File: config.mk
export PLATFORM = sky130hd
export DESIGN_NAME = pshg1_back
export DESIGN_NICKNAME = d
export VERILOG_FILES = /design/src/phong_smith_shadowing_g1_unit_assert.svh /design/src/pshg1_pkg.sv /design/src/pshg1_back.sv
export SDC_FILE = /design/constraint.sdc
export NUM_CORES = 2
export LEC_CHECK = 0
export ABC_AREA = 1
export BUFFER_PORTS_ARGS = -buffer_cell sky130_fd_sc_hd__buf_2
export CORE_MARGIN = 5
export CORE_UTILIZATION = 35
export DETAILED_ROUTE_END_ITERATION = 10
export GPL_ROUTABILITY_DRIVEN = 0
export PLACE_DENSITY = 0.5
export SYNTH_ARGS = -nofsm -noshare
export SYNTH_HDL_FRONTEND = slang
export SYNTH_SLANG_ARGS = --single-unit
File: constraint.sdc
create_clock -name clock -period 6.96 [get_ports clock]
set_input_delay 0.348 -clock clock [delete_from_list [all_inputs] [get_ports clock]]
set_output_delay 0.348 -clock clock [all_outputs]
set_load 0.1 [all_outputs]
File: src/phong_smith_shadowing_g1_unit_assert.svh
// Assertion macros shared by the shadowing unit.
`ifndef PHONG_SMITH_SHADOWING_G1_UNIT_ASSERT_SVH
`define PHONG_SMITH_SHADOWING_G1_UNIT_ASSERT_SVH
`ifndef SYNTHESIS
`define PSHG1_ASSERT(lbl, clk, rst, prop) \
   lbl: assert property (@(posedge clk) disable iff (rst) prop) \
   else $error("pshg1 assertion failed");
`define PSHG1_ASSERT_RST(lbl, clk, prop) \
   lbl: assert property (@(posedge clk) prop) \
   else $error("pshg1 reset assertion failed");
`else
`define PSHG1_ASSERT(lbl, clk, rst, prop)
`define PSHG1_ASSERT_RST(lbl, clk, prop)
`endif
`endif

File: src/pshg1_pkg.sv
package pshg1_pkg;

   localparam int PHONG_W = 24;
   localparam logic [PHONG_W-1:0] PHONG_RESET = 24'd256;
   localparam logic [24:0] K_OFFSET = 25'd512;

   // Rational approximation coefficients, Q.16
   localparam logic [17:0] CF_LIN_NUM = 18'd231670;
   localparam logic [17:0] CF_SQ_NUM  = 18'd142934;
   localparam logic [17:0] CF_LIN_DEN = 18'd181338;
   localparam logic [17:0] CF_SQ_DEN  = 18'd168886;

   typedef enum logic [1:0] {
      CODE_BACK = 2'd0,
      CODE_SAT  = 2'd1,
      CODE_WIDE = 2'd2,
      CODE_RAT  = 2'd3
   } case_code_type;

   typedef struct packed {
      logic signed [15:0] view_x;
      logic signed [15:0] view_y;
      logic signed [15:0] view_z;
      logic signed [15:0] micro_x;
      logic signed [15:0] micro_y;
      logic signed [15:0] micro_z;
      logic signed [15:0] surf_x;
      logic signed [15:0] surf_y;
      logic signed [15:0] surf_z;
   } req_type;

   typedef struct packed {
      logic [15:0] shadow_factor;
      logic [1:0]  case_code;
   } rsp_type;

endpackage

File: src/pshg1_back.sv
module pshg1_back
   import pshg1_pkg::*;
(
   input  logic          clock,
   input  logic          reset,
   input  logic          en,
   input  logic          in_valid,
   input  logic [16:0]   in_a,
   input  case_code_type in_code,
   output logic          out_valid,
   output logic [36:0]   out_num,
   output logic [36:0]   out_den,
   output case_code_type out_code
);

   logic [2:0]    v_ff;
   logic [33:0]   aa_ff;
   logic [34:0]   l1_ff, l3_ff, l1b_ff, l3b_ff;
   logic [51:0]   s2_ff, s4_ff;
   logic [36:0]   num_ff, den_ff;
   case_code_type code1_ff, code2_ff, code3_ff;

   always_ff @(posedge clock) begin
      if (reset) begin
         v_ff <= '0;
      end else if (en) begin
         v_ff <= {v_ff[1:0], in_valid};
      end
   end

   always_ff @(posedge clock) begin
      if (en) begin
         aa_ff    <= in_a * in_a;
         l1_ff    <= CF_LIN_NUM * in_a;
         l3_ff    <= CF_LIN_DEN * in_a;
         code1_ff <= in_code;
         s2_ff    <= 52'(CF_SQ_NUM) * 52'(aa_ff);
         s4_ff    <= 52'(CF_SQ_DEN) * 52'(aa_ff);
         l1b_ff   <= l1_ff;
         l3b_ff   <= l3_ff;
         code2_ff <= code1_ff;
         num_ff   <= 37'(l1b_ff) + 37'(s2_ff >> 16);
         den_ff   <= 37'h1_0000_0000 + 37'(l3b_ff) + 37'(s4_ff >> 16);
         code3_ff <= code2_ff;
      end
   end

   assign out_valid = v_ff[2];
   assign out_num   = num_ff;
   assign out_den   = den_ff;
   assign out_code  = code3_ff;

endmodule

# Word-level counts from Yosys, hierarchy flattened
# Cells that the tools add are included.
# op_classes
add_sub_neg	3
multipliers	5
# ops
op	count
multiplier 17 x 34 -> 51 bit (first input constant)	2
multiplier 17 x 17 -> 34 bit (first input constant)	2
adder 35 x 36 -> 37 bit	1
adder 36 x 36 -> 37 bit	1
adder 33 x 35 -> 36 bit (first input constant)	1
multiplier 17 x 17 -> 34 bit	1
# totals
regBits	355
input_bits	23
output_inout_bits	77
wordCells	21

# Logic depth before layout (Yosys ltp)
# logic_depth
word_depth	2
ltp_mapped	26
ltp_nobuf	25

# Least setup slack after synthesis
# No wires, ideal clock.
# synth_path
path_kind	input to register
start	in in_a[14]
end	reg aa_ff[20] (data pin)
setup_time_ns	0.262
arrival_time_ns	5.055
required_time_ns	6.698
setup_slack_ns	1.643
stages	17
path_cell_list	clkbuf_1 clkbuf_1 nand2_1 fa_1 fa_1 inv_1 fa_1 fa_1 fa_1 inv_1 fa_1 inv_1 ha_1 nand2_1 nor4_1 a21oi_1 xor2_1
# synth_between
elab_chain_len	1
# synth_lines
element	line_no	text
start: declaration	pshg1_back.sv:8	input logic [16:0] in_a,
multiplier 17 x 17 -> 34 bit	pshg1_back.sv:33	aa_ff <= in_a * in_a;
end signal: assignment	pshg1_back.sv:33	
end: declaration	pshg1_back.sv:17	logic [33:0] aa_ff;
# No other way between the ends.
# A chain may end at the register's enable or synchronous reset.

# Final worst setup path
# layout_path
start	reg aa_ff[2]
end	reg s2_ff[29] (data pin)
# layout_between
elab_chain_len	1
# layout_lines
element	line_no	text
multiplier 17 x 34 -> 51 bit	pshg1_back.sv:37	s2_ff <= 52'(CF_SQ_NUM) * 52'(aa_ff);
end signal: assignment	pshg1_back.sv:37	
end: declaration	pshg1_back.sv:19	logic [51:0] s2_ff, s4_ff;
# No other way between the ends.

==> impl_metrics.ini <==
[placed_design]
port_buffers = 99
place_area_sq_um = 59400
hpwl_microns = 143000

[die]
die-area_sq_um = 168000
die_h_microns = 410
ios = 100
rows = 146
die_width_microns = 410
coreArea_sq_um = 159000
initial_core_util_pct = 35.3

[clock_tree]
cts_resized = 0
worstSkewPairLatency_ps = 590
clockBufferDepth = 3
clockRootBuffer = clkbuf_16
cts_tree = yes
clkTransAtPathRegs_ps = 60
cts_sinks = 321
cts_buffers = 38
htreeDepth = 2

[run]
cap_violations = 0

[finish]
fin_nets = 8552
drive_above_1_share_pct = 4.27
fin_area_sq_um = 60800
antennaDiodeCount = 0
synthToLayoutAreaGrowth_pct = 8.42
n_fill_cell = 16400

[critical_path]
slowest_stage = edfxtp_1
endpoint_kind = register
crit_buf_inv = 6
critPathLaunchType = register
path_cells = inv_1, fa_1, inv_1, ha_1, inv_1, fa_1, inv_1, fa_1, fa_1, inv_1, fa_1, inv_1, ha_1, nand2_1, nor2_2, nand2_1, nor2_1, nand2_1, nand3_1, xor2_1
cpPeakStageDelay_ps = 830
worstPathRequired_ps = 7250
path_class = reg2reg
cp_max_fo = 11
crit_arrival_ps = 6080
crit_family = adder cells
crit_top_cell = inv_1

[sta]
grt_setup_unrepaired = false
setup_viol = 0
slew_viol_final = 0
slew_headroom_pct = 33.5
fin_skew_ps = 48.8
fin_crit_ps = 5780
fmax_mhz = 173
setup_tns_ps = 0
hold_ws_ps = 47.1
tightest_slew_ps = 997
hold_viol = 0
period_share_pct = 83.1

[synth]
syn_avg_cell_area_sq_um = 8.35
ys_warn_count = 0
syn_area_sq_um = 56000
syn_inst = 6710
ys_seq_area_share_pct = 17.1
yosys_register_bits = 321
synth.distinct_cells = 31

[detailed_routing]
route.detailed.drc = 0
drt_first_pass_iters = 7
drt-total-wl_microns = 163000
routedWlPerCell_microns = 18.1
vias_per_cell = 4.69
vias = 42100
ant_nets = 0
first_iter_violations = 2825

[global_routing]
grt_start_max_net_pins = 148
grt_overflow = 0
grt_antenna_before_repair = 4
grt_pass1_wl_microns = 256000
grt_pass1_vias = 43900
grtUsageTotal_pct = 19.6

[status]
status = finished, final reports clean

[worst_hold_path]
min-delay-path-class = in2reg
## stage by stage
| stage | util (%) | setup WS, ps | cells |
|---|---|---|---|
| after floorplan | - | 1640 | 6716 |
| after global placement | 37.4 | 1030 | 8908 |
| after detailed placement | 37.4 | 951 | 8908 |
| after CTS | 38.3 | 1200 | 8981 |
| after global routing | 38.3 | 934 | 8981 |
| final | 38.3 | 1180 | 8981 |
## cell families after synthesis
kind of cell | share of synthesized area [%]
and+or+nand+nor | 16.9
xor gates and xnor gates | 2.09
other | 0.0134
buffers and inverters | 12.6
adders and majority gates | 47.5
DFF | 17.1
AOI/OAI and AO/OA | 3.69
## worst min-delay path: cells and delay by family
family / cells / cell delay, ps
and+or+nand+nor: 1 / 50
buffers and inverters: 1 / 90
AOI/OAI and AO/OA: 1 / 60
## synth_stat cells
library cell  instances  area share, %
nor2_4                5           0.10
nand3_1             210            1.9
o21ai_0             110           0.98
inv_2                18           0.12
nand4_1              42           0.47
nand2_1            1602             11
nor2_2               39           0.44
nor2_1              340            2.3
nand2_2              15           0.17
nor3_1               46           0.41
conb_1                2          0.013
or2_2                 3          0.033
xnor2_1              27           0.42
a21o_1                9           0.12
nand3b_1              6          0.080
o211ai_1              4          0.054
a21oi_1             241            2.2
edfxtp_1            318             17
nor4_1                4          0.045
o21bai_1             20           0.27
nor3_2                7           0.13
inv_1              1842             12
clkbuf_1             21           0.14
nand3_2               7           0.13
ha_1                851             19
dfxtp_1               3           0.11
o21a_1                7          0.094
fa_1                799             29
and2_1                3          0.033
a31oi_1               2          0.022
xor2_1              107            1.7
## area by class of cell
class                      count  area (sq um)  share of cell area (%)
clock inverter                25           323                   0.531
sequential                   321          9610                    15.8
inverter                    1860          6980                    11.5
multi-input combinational   4514         39400                    64.8
timing repair buffer         144           863                    1.42
tap                         2072          2590                    4.27
clock buffer                  45           998                    1.64
## per-layer routing
| layer | track usage (%) | wire [microns] | up-vias |
|---|---|---|---|
| li1 | - | - | 20700 |
| met1 | 27.6 | 75500 | 20400 |
| met2 | 32.6 | 75600 | 878 |
| met3 | 1.59 | 7070 | 161 |
| met4 | 4.86 | 4440 | 0 |
| met5 | 0 | 0 | - |
## placed cells by master, fill, tap and decap left out, drive strengths merged, types with 4 or more instances in the layout
cell type,instances
inv,1863
nand2,1617
ha,851
fa,799
nor2,384
edfxtp,318
a21oi,241
nand3,217
buf,141
o21ai,110
xor2,107
nor3,53
clkbuf,45
nand4,42
xnor2,27
o21bai,20
clkinv,14
a21o,9
conb,8
o21a,7
nand3b,6
bufinv,6
nor4,4
o211ai,4
## registers in the layout, summed over array words and instances, names as in the netlist
register  count
aa_ff        33
code1_ff      2
code2_ff      2
l1_ff        33
l1b_ff       33
l3_ff        33
l3b_ff       33
out_code      2
out_den      37
out_num      37
s2_ff        36
s4_ff        37
v_ff          3
## what timing repair did
item | 4_1_cts | 5_1_grt
hold buffers | 3 | 0
hold endpoints to repair | 5 | 0
buffers inserted | 0 | 0
## final timing paths
path / from / end / slack, ps / cells past startpoint
max: aa_ff[2]$_DFFE_PP_ / s2_ff[29]$_DFFE_PP_ / 1180 / 20
min: in_valid / v_ff[0]$_SDFFE_PP0P_ / 50 / 3
max reg2reg: aa_ff[2]$_DFFE_PP_ / s2_ff[29]$_DFFE_PP_ / 1180 / 20
min reg2reg: l1_ff[9]$_DFFE_PP_ / l1b_ff[9]$_DFFE_PP_ / 410 / 0
Power is left out: the tool's default activity adds up to more than one toggle a clock period on the data nets, which glitch-free logic cannot reach.
