## src/phong_smith_shadowing_g1_unit_assert.svh

```systemverilog
// Assertion macros shared by the shadowing unit.
`ifndef PHONG_SMITH_SHADOWING_G1_UNIT_ASSERT_SVH
`define PHONG_SMITH_SHADOWING_G1_UNIT_ASSERT_SVH
`ifndef SYNTHESIS
`define PSHG1_ASSERT(lbl, clk, rst, prop) \
   lbl: assert property (@(posedge clk) disable iff (rst) prop) \
   else $error("pshg1 assertion failed");
`define PSHG1_ASSERT_RST(lbl, clk, prop) \
   lbl: assert property (@(posedge clk) prop) \
   else $error("pshg1 reset assertion failed");
`else
`define PSHG1_ASSERT(lbl, clk, rst, prop)
`define PSHG1_ASSERT_RST(lbl, clk, prop)
`endif
`endif

```

## src/pshg1_pkg.sv

```systemverilog
package pshg1_pkg;

   localparam int PHONG_W = 24;
   localparam logic [PHONG_W-1:0] PHONG_RESET = 24'd256;
   localparam logic [24:0] K_OFFSET = 25'd512;

   // Rational approximation coefficients, Q.16
   localparam logic [17:0] CF_LIN_NUM = 18'd231670;
   localparam logic [17:0] CF_SQ_NUM  = 18'd142934;
   localparam logic [17:0] CF_LIN_DEN = 18'd181338;
   localparam logic [17:0] CF_SQ_DEN  = 18'd168886;

   typedef enum logic [1:0] {
      CODE_BACK = 2'd0,
      CODE_SAT  = 2'd1,
      CODE_WIDE = 2'd2,
      CODE_RAT  = 2'd3
   } case_code_type;

   typedef struct packed {
      logic signed [15:0] view_x;
      logic signed [15:0] view_y;
      logic signed [15:0] view_z;
      logic signed [15:0] micro_x;
      logic signed [15:0] micro_y;
      logic signed [15:0] micro_z;
      logic signed [15:0] surf_x;
      logic signed [15:0] surf_y;
      logic signed [15:0] surf_z;
   } req_type;

   typedef struct packed {
      logic [15:0] shadow_factor;
      logic [1:0]  case_code;
   } rsp_type;

endpackage

```

## src/pshg1_isqrt.sv

```systemverilog
module pshg1_isqrt
   import pshg1_pkg::*;
#(
   parameter int RAD_W  = 34,
   parameter int SIDE_W = 2
) (
   input  logic                 clock,
   input  logic                 reset,
   input  logic                 en,
   input  logic                 in_valid,
   input  logic [RAD_W-1:0]     in_rad,
   input  logic [SIDE_W-1:0]    in_side,
   output logic                 out_valid,
   output logic [RAD_W/2-1:0]   out_root,
   output logic [SIDE_W-1:0]    out_side
);

   localparam int ROOT_W = RAD_W / 2;

   logic              v_ff    [ROOT_W+1];
   logic [ROOT_W+1:0] rem_ff  [ROOT_W+1];
   logic [ROOT_W-1:0] root_ff [ROOT_W+1];
   logic [RAD_W-1:0]  rad_ff  [ROOT_W+1];
   logic [SIDE_W-1:0] side_ff [ROOT_W+1];

   always_ff @(posedge clock) begin
      if (reset) begin
         v_ff[0] <= 1'b0;
      end else if (en) begin
         v_ff[0] <= in_valid;
      end
   end

   always_ff @(posedge clock) begin
      if (en) begin
         rem_ff[0]  <= '0;
         root_ff[0] <= '0;
         rad_ff[0]  <= in_rad;
         side_ff[0] <= in_side;
      end
   end

   for (genvar s = 0; s < ROOT_W; s++) begin : g_step
      logic [ROOT_W+3:0] r2, t, diff;
      logic              ge;
      always_comb begin
         r2   = {rem_ff[s], rad_ff[s][RAD_W-1 -: 2]};
         t    = (ROOT_W+4)'({root_ff[s], 2'b01});
         diff = r2 - t;
         ge   = r2 >= t;
      end
      always_ff @(posedge clock) begin
         if (reset) begin
            v_ff[s+1] <= 1'b0;
         end else if (en) begin
            v_ff[s+1] <= v_ff[s];
         end
      end
      always_ff @(posedge clock) begin
         if (en) begin
            rem_ff[s+1]  <= ge ? diff[ROOT_W+1:0] : r2[ROOT_W+1:0];
            root_ff[s+1] <= (root_ff[s] << 1) | ROOT_W'(ge);
            rad_ff[s+1]  <= rad_ff[s] << 2;
            side_ff[s+1] <= side_ff[s];
         end
      end
   end

   assign out_valid = v_ff[ROOT_W];
   assign out_root  = root_ff[ROOT_W];
   assign out_side  = side_ff[ROOT_W];

   logic unused_tail;
   assign unused_tail = ^{rem_ff[ROOT_W], rad_ff[ROOT_W]};

endmodule

```

## config.mk

```make
export PLATFORM = sky130hd
export DESIGN_NAME = pshg1_isqrt
export DESIGN_NICKNAME = d
export VERILOG_FILES = /design/src/phong_smith_shadowing_g1_unit_assert.svh /design/src/pshg1_pkg.sv /design/src/pshg1_isqrt.sv
export SDC_FILE = /design/constraint.sdc
export NUM_CORES = 1
export LEC_CHECK = 0
export ABC_AREA = 1
export ABC_CLOCK_PERIOD_IN_PS = 2700
export BUFFER_PORTS_ARGS = -buffer_cell sky130_fd_sc_hd__buf_2
export CAP_MARGIN = 15
export CORE_MARGIN = 4
export CORE_UTILIZATION = 55
export DETAILED_ROUTE_END_ITERATION = 8
export PLACE_DENSITY = 0.71
export SETUP_SLACK_MARGIN = 0.5
export SYNTH_ARGS = -nofsm -noshare
export SYNTH_HDL_FRONTEND = slang
export SYNTH_SLANG_ARGS = --single-unit
```

## constraint.sdc

```tcl
create_clock -name clock -period 2.7 [get_ports clock]
set_input_delay 0.54 -clock clock [delete_from_list [all_inputs] [get_ports clock]]
set_output_delay 0.54 -clock clock [all_outputs]
set_load 0.02 [all_outputs]
```

## Word-level counts from Yosys, hierarchy flattened

Memories as Yosys holds them, arrays and structs flattened.
Cells that the tools add are included.

- Register bits after elaboration: 0
- Latch bits: 0
- Memory bits (writable): 1,314
- Memory bits (read-only): 0
- Input bits: 40
- Output and inout port bits: 20
- Memories kept: 5

Memory list:

| memory | words | bits a word | rd ports | clocked after Yosys merged registers in | wr ports | line | source |
|---|---|---|---|---|---|---|---|
| rad_ff | 18 | 34 | 17 | 0 | 18 | pshg1_isqrt.sv:23 | `logic [RAD_W-1:0] rad_ff [ROOT_W+1];` |
| rem_ff | 18 | 19 | 17 | 0 | 18 | pshg1_isqrt.sv:21 | `logic [ROOT_W+1:0] rem_ff [ROOT_W+1];` |
| root_ff | 18 | 17 | 18 | 0 | 18 | pshg1_isqrt.sv:22 | `logic [ROOT_W-1:0] root_ff [ROOT_W+1];` |
| side_ff | 18 | 2 | 18 | 0 | 18 | pshg1_isqrt.sv:24 | `logic [SIDE_W-1:0] side_ff [ROOT_W+1];` |
| v_ff | 18 | 1 | 18 | 0 | 18 | pshg1_isqrt.sv:20 | `logic v_ff [ROOT_W+1];` |

- Add/subtract/negate cells: 17
- Multipliers: 0
- Divide/modulo/power cells: 0
- $lt $le $gt $ge: 17
- Equality and inequality tests: 0
- Shifts and indexed selects: 0
- Mux-type cells: 41
- Bitwise logic cells: 35
- Reductions and logical operators: 0

Operator list:

| cell | number |
|---|---|
| $ge A21 B19 Y1 | 17 |
| $mux W19 | 17 |
| $sub A19 B19 Y19 | 17 |
| $or A17 B1 Y17 | 17 |
| $mux W1 | 24 |
| $or A1 B1 Y1 | 18 |

## Logic depth before layout (Yosys ltp)

- Depth in word-level cells: 4
- Mapped depth: 14

## Worst setup path before layout

No wires, ideal clock.

- Path kind: register to register
- From: memory rem_ff[1][0] (netlist name)
- To: memory rem_ff[2][17] (netlist name) (data pin)
- Setup time: 0.269 ns
- Arrival: 1.709 ns
- Data required time: 2.431 ns
- Slack: 0.722 ns
- Stages on the path, launching flop included: 9
- Cells stage by stage: edfxtp_1 > ha_1 > a21oi_1 > nand2_1 > inv_1 > ha_1 > and2_1 > clkbuf_1 > o21ai_0

RTL lines:

| element | line |
|---|---|
| start, declared | pshg1_isqrt.sv:21 |

==> impl_metrics.py <==
metrics = {
    "outcome": {
        "status": "completed",
    },
    "floorplanning": {
        "core_mm2": 0.0730,
        "die_h_um": 279,
        "die_w_um": 279,
        "initial_core_util_pct": 55.5,
        "dieArea_mm2": 0.0780,
        "rows": 99,
        "num_io_pins": 60,
    },
    "power_and_ir_drop": {
        "finalPower_mw": 32.7,
        "powerDensity_mw_per_mm2": 702,
        "p_leak_nw": 20.1,
        "ir_worst_vdd_mv": 0.611,
    },
    "final_layout": {
        "area_growth_pct": 15.0,
        "stdcell_area_mm2": 0.0465,
        "utilization_pct": 63.8,
        "nNetsFinal": 4601,
        "final_cells": 5413,
        "drive_above_1_share_pct": 13.6,
    },
    "drt": {
        "drt-met1-wl_um": 36800,
        "antenna_left": 0,
        "dr_wl_met3_um": 4330,
        "drt-initial-drc-count": 2255,
        "drt-pass1-iter-count": 5,
        "routed_wl_um": 84400,
        "wl_met2_um": 40600,
        "routed.top_layer": "met4",
        "post_drt_wl_per_cell_um": 15.6,
        "num_vias": 28083,
        "drcViolationCount": 0,
        "vias_per_cell": 5.19,
    },
    "clocking": {
        "cts.path.max_buffers": 3,
        "cts_tree": "built",
        "ctsRootBufferMaster": "clkbuf_16",
        "clkTransAtPathRegs_ns": 0.06,
        "hold_buffers": 0,
        "cts.sink_count": 795,
        "cts_buffers": 85,
        "h-tree-depth": 3,
        "clk_latency_ns": 0.64,
    },
    "sta": {
        "period_minus_slack_ns": 2.16,
        "worst_pin_slew_ns": 0.556,
        "rsz0062_at_grt": "true",
        "period_share_pct": 80.0,
        "hold_viol": 0,
        "fmax_mhz": 463,
        "fin_tns_setup_ns": 0,
        "worst_clock_skew_ns": 0.0293,
        "slew_violations": 0,
        "whs_ns": 0.0717,
        "setup_violations": 0,
        "relSlewSlack_pct": 62.8,
        "fin_ws_ns": 0.540,
    },
    "worst_setup_path": {
        "crit_family": "compound AO/OA/AOI/OAI gates",
        "start_kind": "flop",
        "r2r_slack_ns": 0.54,
        "cp_num_buf_inv": 2,
        "worst-setup-path-type": "reg2reg",
        "r2r_cells": 8,
        "r2r-end": "rem_ff[11][16]$_DFFE_PP_",
        "path_max_fanout": 11,
        "worstPathCellList": "ha_1 > a21oi_1 > nand2_1 > a21oi_2 > nand3_4 > buf_4 > inv_6 > a21oi_2",
        "cp_slowest_cell": "edfxtp_1",
        "cp.required_ns": 3.07,
        "critPathArrivalTime_ns": 2.53,
        "cpPeakStageDelay_ns": 0.43,
        "path_common_cell": "a21oi_2",
        "end_kind": "flop",
        "rr_startpoint": "rem_ff[10][6]$_DFFE_PP_",
    },
    "worst_hold_path": {
        "min_path_cells": 1,
        "hold_end": "rad_ff[0][25]$_DFFE_PP_",
        "worstHoldStart": "in_rad[25]",
        "hold_class": "in2reg",
    },
    "placed_design": {
        "io_buffers": 59,
        "routabilityCongestion": 0.893,
        "dpl.cell_count": 5176,
        "post-place-ws_ns": 0.344,
        "dp_hpwl_um": 60900,
        "placed_cell_area_mm2": 0.0421,
    },
    "logic_synthesis": {
        "synth_area_per_cell_um2": 9.74,
        "yosysWarnings": 0,
        "ys_ff_latch": 795,
        "synth_area_mm2": 0.0405,
        "yosysTopAreaCellShare_pct": 59.0,
        "synth_top_area_cell": "edfxtp_1",
        "yosysSeqAreaShare_pct": 59.0,
        "synth_fa_ha_area_share_pct": 5.29,
        "synthMuxAreaShare_pct": 0,
        "synthXorXnorAreaFrac_pct": 2.75,
        "yosys.area_share.simple_pct": 22.0,
        "synthCells": 4155,
        "synth-compound-area-share_pct": 4.07,
        "synth_top_family_by_area": "simple AND/OR/NAND/NOR gates",
        "synth_cell_type_count": 52,
        "synth-edff-count": 795,
        "synth_flop_cell": "edfxtp_1",
        "async_flop_share_pct": 0,
        "syn_nets": 4366,
        "synth.area.top_cells": "edfxtp_1 59%, nand2_1 12%, inv_1 5.9%, ha_1 5.3%, nor2_1 3.3%",
    },
    "global_routing": {
        "antenna_found_initial": 0,
        "gr-total-overflow": 0,
        "grt_usage_pct": 20.9,
        "grt_pass1_vias": 26165,
        "grt_first_pass_wirelength_um": 132000,
        "grt_max_degree": 92,
    },
    "job": {
        "drv_cap": 0,
    },
}
## synth_stat cells, drive strengths merged (4+ instances only)
cell type	instances
a21o	4
a21oi	155
buf	29
edfxtp	795
ha	171
inv	657
nand2	1326
nand3	246
nand3b	35
nand4	38
nor2	384
nor3	41
nor4	4
o21ai	107
o21bai	4
or2	9
xnor2	43
xor2	84
## area by class of cell
| cell class | count | area (µm²) |
|---|---|---|
| repair inverters | 4 | 32.5 |
| clock buffers | 102 | 2210 |
| flip-flops and latches | 795 | 23900 |
| inverters | 657 | 2500 |
| diodes | 1 | 2.50 |
| fillers | 5741 | 26400 |
| multi-input cells | 2677 | 14900 |
| clock inverters | 48 | 458 |
| well taps | 959 | 1200 |
| repair buffers | 170 | 1370 |
## layout by cell type (no fill, tap or decap), types with 12 or more instances in the layout
master,count
nand2_1,1264
edfxtp_1,795
inv_1,630
nor2_1,335
nand3_1,233
a21oi_1,111
ha_1,93
buf_4,88
clkbuf_16,86
xor2_1,84
o21ai_0,66
buf_2,60
nand2_2,53
ha_4,50
xnor2_1,43
nand4_1,38
a21oi_2,36
nand3b_1,35
nor2_2,33
nor3_1,31
ha_2,28
o21ai_1,27
inv_2,23
buf_12,18
nor2_4,16
clkbuf_1,16
clkinv_1,15
o21ai_2,12
clkinv_2,12
## timing repair
action | 4_1_cts | 5_1_grt
gates cloned | 3 | 7
pin swaps | 8 | 29
endpoints found under the setup margin | 118 | 254
resized for setup | 20 | 177
buffers inserted | 8 | 68
## registers in the layout, indices dropped and copies added (netlist names)
register,count
root_ff,153
rem_ff,282
side_ff,36
rad_ff,306
v_ff,18
## power by group
part | switching, mW | internal, mW | total, mW
Combinational | 3.60 | 2.15 | 5.74
Sequential | 0.778 | 15.0 | 15.8
Clock | 4.74 | 6.37 | 11.1
## metal layers
metal	up-vias	GRT usage, %
li1	14110	-
met1	13023	28.5
met2	773	34.8
met3	177	3.14
met4	0	6.84
met5	-	0
## worst max path at each step
| stage | depth (start not counted) | startpoint | endpoint | slack (ns) |
|---|---|---|---|---|
| finish | 8 | rem_ff[10][6]$_DFFE_PP_ | rem_ff[11][16]$_DFFE_PP_ | 0.54 |
| global route | 11 | root_ff[7][4]$_DFFE_PP_ | rem_ff[8][9]$_DFFE_PP_ | 0.45 |
| CTS | 10 | rem_ff[8][1]$_DFFE_PP_ | rem_ff[9][3]$_DFFE_PP_ | 0.50 |
| detailed placement | 11 | rem_ff[13][7]$_DFFE_PP_ | rem_ff[14][12]$_DFFE_PP_ | 0.34 |
| global placement | 11 | rem_ff[13][7]$_DFFE_PP_ | rem_ff[14][12]$_DFFE_PP_ | 0.39 |
| floorplan | 8 | rem_ff[1][0]$_DFFE_PP_ | rem_ff[2][17]$_DFFE_PP_ | 0.72 |
## cells by family (layout without fill, tap and decap cells)
| group | after synthesis | in the layout |
|---|---|---|
| AOI/OAI and AO/OA | 281 | 281 |
| other | 1 | 2 |
| xor gates and xnor gates | 127 | 127 |
| and+or+nand+nor | 2092 | 2097 |
| buffers and inverters | 688 | 981 |
| DFF | 795 | 795 |
| adders and majority gates | 171 | 171 |
No activity file was read; power rests on OpenSTA's default activity.
